### config.mk
export PLATFORM = sky130hd
export DESIGN_NAME = tlg_row_update
export DESIGN_NICKNAME = d
export VERILOG_FILES = /design/src/sv/tlg_pkg.sv /design/src/sv/tlg_row_update.sv
export SDC_FILE = /design/constraint.sdc
export NUM_CORES = 1
export LEC_CHECK = 0
export ABC_AREA = 1
export BUFFER_PORTS_ARGS = -buffer_cell sky130_fd_sc_hd__buf_2
export CORE_MARGIN = 1.5
export CORE_UTILIZATION = 58
export DETAILED_ROUTE_END_ITERATION = 12
export PLACE_DENSITY = 0.92
export SYNTH_ARGS = -nofsm -noshare
export SYNTH_HDL_FRONTEND = slang
export SYNTH_SLANG_ARGS = --single-unit
### constraint.sdc
create_clock -name vclk -period 7.7
set_input_delay 0 -clock vclk [all_inputs]
set_output_delay 0 -clock vclk [all_outputs]
set_load 0.03 [all_outputs]
### src/sv/tlg_pkg.sv
// Shared types and constants for the toroidal life grid.
`timescale 1ns / 1ps
package tlg_pkg;

  localparam int DEF_MAX_COLS = 64;
  localparam int DEF_MAX_ROWS = 64;

  localparam int FUNC_W = 2;
  localparam int ROW_W  = 6;
  localparam int COL_W  = 6;
  localparam int CFG_W  = 7;
  localparam int CFG_IDX_W = 1;
  localparam int NBR_W  = 4;

  localparam logic [CFG_W-1:0] CFG_SIZE_RESET = 7'd30;

  localparam logic [CFG_IDX_W-1:0] CFG_GRID_WIDTH  = 1'b0;
  localparam logic [CFG_IDX_W-1:0] CFG_GRID_HEIGHT = 1'b1;

  localparam logic [FUNC_W-1:0] FUNC_WRITE = 2'd0;
  localparam logic [FUNC_W-1:0] FUNC_STEP  = 2'd1;
  localparam logic [FUNC_W-1:0] FUNC_READ  = 2'd2;

  localparam logic [NBR_W-1:0] BIRTH_COUNT   = 4'd3;
  localparam logic [NBR_W-1:0] SURVIVE_COUNT = 4'd2;

  typedef enum logic [2:0] {
    ST_IDLE,
    ST_RMW,
    ST_READ,
    ST_LD_PREV,
    ST_LD_FIRST,
    ST_LD_CUR,
    ST_SWEEP
  } state_e;

endpackage

### src/sv/tlg_row_update.sv
// Next-generation value of one row from the rows above, at and below it.
`timescale 1ns / 1ps
module tlg_row_update
  import tlg_pkg::*;
#(
  parameter int MAX_COLS = DEF_MAX_COLS
) (
  input  logic [MAX_COLS-1:0]           prev_i,
  input  logic [MAX_COLS-1:0]           cur_i,
  input  logic [MAX_COLS-1:0]           below_i,
  input  logic [$clog2(MAX_COLS+1)-1:0] width_i,
  output logic [MAX_COLS-1:0]           row_o
);

  localparam int CWW = $clog2(MAX_COLS + 1);
  localparam int CAW = $clog2(MAX_COLS);

  logic [CWW-1:0] wm1_full;
  logic [CAW-1:0] wm1;

  assign wm1_full = width_i - CWW'(1);
  assign wm1      = wm1_full[CAW-1:0];

  genvar x;
  for (x = 0; x < MAX_COLS; x++) begin : g_col
    logic [2:0]       lft;
    logic [2:0]       rgt;
    logic [NBR_W-1:0] cnt;
    logic             nxt;

    if (x == 0) begin : g_l
      assign lft = {prev_i[wm1], cur_i[wm1], below_i[wm1]};
    end else begin : g_l
      assign lft = {prev_i[x-1], cur_i[x-1], below_i[x-1]};
    end

    if (x == MAX_COLS - 1) begin : g_r
      assign rgt = {prev_i[0], cur_i[0], below_i[0]};
    end else begin : g_r
      assign rgt = (CAW'(x) == wm1) ? {prev_i[0], cur_i[0], below_i[0]}
                                    : {prev_i[x+1], cur_i[x+1], below_i[x+1]};
    end

    assign cnt = NBR_W'(lft[0]) + NBR_W'(lft[1]) + NBR_W'(lft[2])
               + NBR_W'(rgt[0]) + NBR_W'(rgt[1]) + NBR_W'(rgt[2])
               + NBR_W'(prev_i[x]) + NBR_W'(below_i[x]);

    assign nxt = (cnt == BIRTH_COUNT) || ((cnt == SURVIVE_COUNT) && cur_i[x]);

    // columns outside the active width keep their value
    assign row_o[x] = (CWW'(x) < width_i) ? nxt : cur_i[x];
  end

endmodule

==> results_dict.tcl, run 1 <==
set metrics [dict create \
    status "finished, final reports clean" \
    rows 59 \
    hp-class "primary input to primary output" \
    synth_top_family_by_area "adder cells" \
    crit_start "width_i[0]" \
    area_growth_pct 9.750 \
    fin_util_pct 65.40 \
    avgRoutedWirePerCell_um 18.81 \
    drive_gt1_share_pct 13.69 \
    yosysUniqueCellTypes 39 \
    viasPerCell 6.113 \
    min_from "cur_i[17]" \
    die_area_um2 27920 \
    synthMuxAreaShare_pct 0 \
    p_comb_share_pct 100.0 \
    seq_cells 0 \
    syn_nets 2884 \
    fin_area_um2 17140 \
    power_switching_uw 1483 \
    cp_slowest_stage_delay_ns 0.57 \
    grt_usage_pct 37.83 \
    firstDrtPassIters 6 \
    most-common-layout-cells "nand2_1 (602), inv_1 (269), buf_2 (262), fa_1 (256), ha_1 (197)" \
    hold_violations 0 \
    synthAdderAreaFrac_pct 48.60 \
    register_area_um2 0 \
    synthesis.area_um2 15620 \
    worstPathArrival_ns 5.67 \
    post-place-cells 2775 \
    remaining_drc_errors 0 \
    cp-end-kind "primary output" \
    maxSlewViolCount 0 \
    io_pins 263 \
    first_global_vias 17194 \
    fmaxAchievable_mhz 176.3 \
    worstPathRequired_ns 7.70 \
    nets 3094 \
    power_density_nw_per_um2 139.0 \
    grt_pass1_wl_um 84840 \
    swShare_pct 62.27 \
    final_common_cell "nand2_1" \
    synth_warnings 0 \
    timing.slew.headroom_pct 35.90 \
    setup_tns_ns 0 \
    port_buffers 263 \
    crit_fanout 32 \
    finalCritPeriodShare_pct 73.64 \
    seq_power_share_pct 0 \
    initial_core_util_pct 59.59 \
    clock_buffers 0 \
    place.gp.congestion 0.9541 \
    vias 16995 \
    coreArea_um2 26210 \
    worstPathBufferInverterCount 7 \
    antenna_found_initial 5 \
    synth-simple-area-share_pct 26.19 \
    dp_hpwl_um 42640 \
    grt_max_degree 86 \
    synth_top_area_cell "fa_1" \
    crit_slowest_cell "inv_1" \
    synthCells 2232 \
    drtIter0Drc 1780 \
    maxCapViolations 0 \
    leakage_uw 0.008968 \
    synth_compound_area_share_pct 15.94 \
    worstSetupPathType "primary input to primary output" \
    die-width_um 167.1 \
    fillers 2274 \
    die_h_um 167.1 \
    ant_nets 0 \
    overflow 0 \
    startpoint_type "primary input" \
    cts_setup_buffers 0 \
    synth.area.top_cells "fa_1 (33%), ha_1 (16%), nand2_1 (14%)" \
    whs_ns 0.4117 \
    final-setup-viol-count 0 \
    cts_resized 0 \
    p_int_uw 898.7 \
    path_delay_family "adder cells" \
    cpMostUsedCell "nand2_1" \
    hold_buffers 0 \
    dpl_cell_area_um2 17130 \
    syn-mean-instance-area_um2 6.997 \
    worst_slew_pin_slew_ns 0.9580 \
    synth_xor_area_share_pct 0.6329 \
    clkPwrFrac_pct 0 \
    yosys.area.top_type_share_pct 32.82 \
    rsz0062_at_grt "false" \
    final_cells 2780 \
    routed_wl_um 52290 \
    min_period_ns 5.671 \
    ys_seq_area_share_pct 0 \
    irDropWorstVdd_mv 0.1143 \
]
## per-stage QoR
stage / total power, uW / setup slack, ns
after global routing: 2694 / 1.777
after floorplan: 1679 / 2.548
after global placement: 2191 / 2.193
final: 2382 / 2.029
after CTS: 2358 / 2.147
after detailed placement: 2345 / 2.153
## per-layer routing
| layer | track usage [%] | part of all wire (%) |
|---|---|---|
| met1 | 46.56 | 37 |
| met2 | 61.83 | 45 |
| met3 | 7.776 | 12 |
| met4 | 21.98 | 6.5 |
| met5 | 0 | 0.013 |
## cell type report
class | instances | area (um2) | share of cell area, %
timing repair buffer | 273 | 1394 | 8.132
multi-input combinational | 1890 | 14270 | 83.25
antenna | 5 | 12.51 | 0.07300
tap | 335 | 419.2 | 2.445
inverter | 277 | 1046 | 6.103
## power by group through the flow
stage / Sequential, uW / Combinational (uW) / Clock [uW]
2_1_floorplan: 0 / 1680 / 0
3_3_place_gp: 0 / 2190 / 0
3_5_place_dp: 0 / 2350 / 0
4_1_cts: 0 / 2360 / 0
5_1_grt: 0 / 2690 / 0.0000174
6_report: 0 / 2380 / 0.0000869
## synth_stat cells (11+ instances only)
master / n
ha_1: 197
nand3_1: 130
fa_1: 256
o21ai_1: 56
o21ai_0: 152
a21oi_1: 175
nor2_1: 190
buf_1: 11
nand2_1: 602
inv_1: 270
nand2_2: 25
clkbuf_1: 39
o211ai_1: 46
## cells by family (layout without fill, tap and decap cells)
group / count (synthesis) / count (layout)
simple gates: 977 / 977
compound gates: 456 / 456
fa+ha+maj: 453 / 453
buf+inv: 342 / 550
xor+xnor: 4 / 4
other cells: 0 / 5
## path summary, 6_finish.rpt
kind,to,depth (start not counted)
max,row_o[0],25
min,row_o[17],4
Note: power is estimated with default switching activity, not from simulation.
==> run 2, diff against run 1 <==
CORE_UTILIZATION = 55   (was 58)
PLACE_DENSITY = 0.91   (was 0.92)
clock period = 4.79 ns   (was 7.7 ns; I/O delays follow)
==> run 2 against run 1 <==
Against the previous run: clock-buffer cell count is the same; first-iteration DRC count shrank 8.3%; global-route usage shrank 1.8 points; via count grew 0.62%; routed wire length grew 0.40%; cell area grew 1.8%; worst setup slack lost 1.7 ns; highest routed layer unchanged.
==> results_dict.tcl, run 2 (synthesis gave the netlist of run 1 again) <==
set metrics [dict create \
    port_buffers 263 \
    final_common_cell "nand2_1" \
    first_global_vias 17093 \
    power_density_nw_per_um2 220.7 \
    antenna_found_initial 5 \
    p_int_uw 1468 \
    worst_slew_pin_slew_ns 0.9811 \
    most-common-layout-cells "nand2_1 (602), inv_1 (269), buf_2 (262), fa_1 (256), ha_1 (197)" \
    status "finished, final reports clean" \
    worstSetupPathType "primary input to primary output" \
    die_h_um 171.5 \
    cp_slowest_stage_delay_ns 0.54 \
    startpoint_type "primary input" \
    power_switching_uw 2384 \
    final_cells 2850 \
    avgRoutedWirePerCell_um 18.42 \
    p_comb_share_pct 100.0 \
    seq_power_share_pct 0 \
    critical_path.cell_chain "buf_4 -> inv_2 -> ha_1 -> inv_1 -> buf_12 -> nand3_1 -> nand3_1 -> nand3_1 -> nand2_1 -> nand2_1 -> nand2_1 -> nor2_1 -> fa_1 -> inv_1 -> fa_1 -> fa_1 -> inv_1 -> ha_1 -> fa_1 -> o21ai_0 -> o211ai_1 -> o21ai_2 -> buf_2" \
    ant_nets 0 \
    post-place-cells 2847 \
    worstPathArrival_ns 4.49 \
    grt_usage_pct 36.05 \
    grt_max_degree 106 \
    clock_buffers 0 \
    maxCapViolations 0 \
    fmaxAchievable_mhz 222.6 \
    hold_violations 0 \
    vias 17101 \
    remaining_drc_errors 0 \
    viasPerCell 6.000 \
    register_area_um2 0 \
    grt_pass1_wl_um 83430 \
    maxSlewViolCount 0 \
    timing.slew.headroom_pct 34.60 \
    crit_slowest_cell "fa_1" \
    cp-end-kind "primary output" \
    leakage_uw 0.009131 \
    drive_gt1_share_pct 14.82 \
    overflow 0 \
    worstPathRequired_ns 4.79 \
    drtIter0Drc 1632 \
    irDropWorstVdd_mv 0.1757 \
    initial_core_util_pct 56.06 \
    die_area_um2 29420 \
    die-width_um 171.5 \
    finalCritPeriodShare_pct 93.78 \
    dp_hpwl_um 43890 \
    hp-class "primary input to primary output" \
    nets 3123 \
    routed_wl_um 52500 \
    cpMostUsedCell "fa_1" \
    fin_util_pct 62.65 \
    coreArea_um2 27860 \
    crit_fanout 45 \
    place.gp.congestion 0.9633 \
    min_period_ns 4.492 \
    io_pins 263 \
    rsz0062_at_grt "true" \
    seq_cells 0 \
    cts_setup_buffers 0 \
    area_growth_pct 11.75 \
    final-setup-viol-count 0 \
    firstDrtPassIters 6 \
    clkPwrFrac_pct 0 \
    rows 61 \
    swShare_pct 61.89 \
]
run 2: changes by cell type in the layout (fill, tap and decap cells not counted):
cell / previous run / this run
buf_12: 0 / 3
buf_4: 11 / 37
diode_2: 5 / 3
nor2_1: 190 / 188
nor2_2: 8 / 10
o21ai_0: 152 / 151
o21ai_2: 0 / 1
run 2: worst max-delay path, delay by kind of cell:
family,cells,cell delay [ns]
adders and majority gates,6,2.40
buffers and inverters,7,0.98
and+or+nand+nor,7,0.64
AOI/OAI and AO/OA,3,0.45
run 2: area by class of cell:
type               instances  area (um2)
fillers                 2506       10410
diodes                     3       7.507
repair buffers           302        1649
inverters                277        1046
multi-input cells       1890       14280
well taps                378       473.0
run 2: worst paths after layout:
path	from	end	slack [ns]	cells past startpoint
worst max-delay path	width_i[0]	row_o[0]	0.30	23
worst min-delay path	cur_i[17]	row_o[17]	0.41	4
run 2: metrics by stage:
stage | TNS (ns) | hold slack (ns) | total power (uW) | instance area, um2 | worst slack [ns]
after CTS | 0 | 0.4138 | 3829 | 17440 | 0.2934
after detailed placement | 0 | 0.4152 | 3801 | 17440 | 0.3187
after global placement | 0 | 0.4053 | 3561 | 17440 | 0.3819
after floorplan | 0 | 0.1832 | 2702 | 15620 | 0.004424
after global routing | -0.008356 | 0.4191 | 4357 | 17450 | -0.008356
final | 0 | 0.4121 | 3852 | 17450 | 0.2980
run 2: layer usage:
metal  track usage (%)  wire length, um
met1             45.32            19200
met2             58.46            23770
met3             5.568             6086
met4             21.97             3400
met5                 0               42
run 2: repair_timing:
item,CTS,global route
hold buffers,0,0
gates resized for setup,0,2
endpoints found under the setup margin,0,4
run 2: power groups by stage:
stage	Combinational (uW)	Sequential (uW)	Clock, uW
after floorplan	2700	0	0
after global placement	3560	0	0
after detailed placement	3800	0	0
after CTS	3830	0	0
after global routing	4360	0	0.0000558
final	3850	0	0.000000635
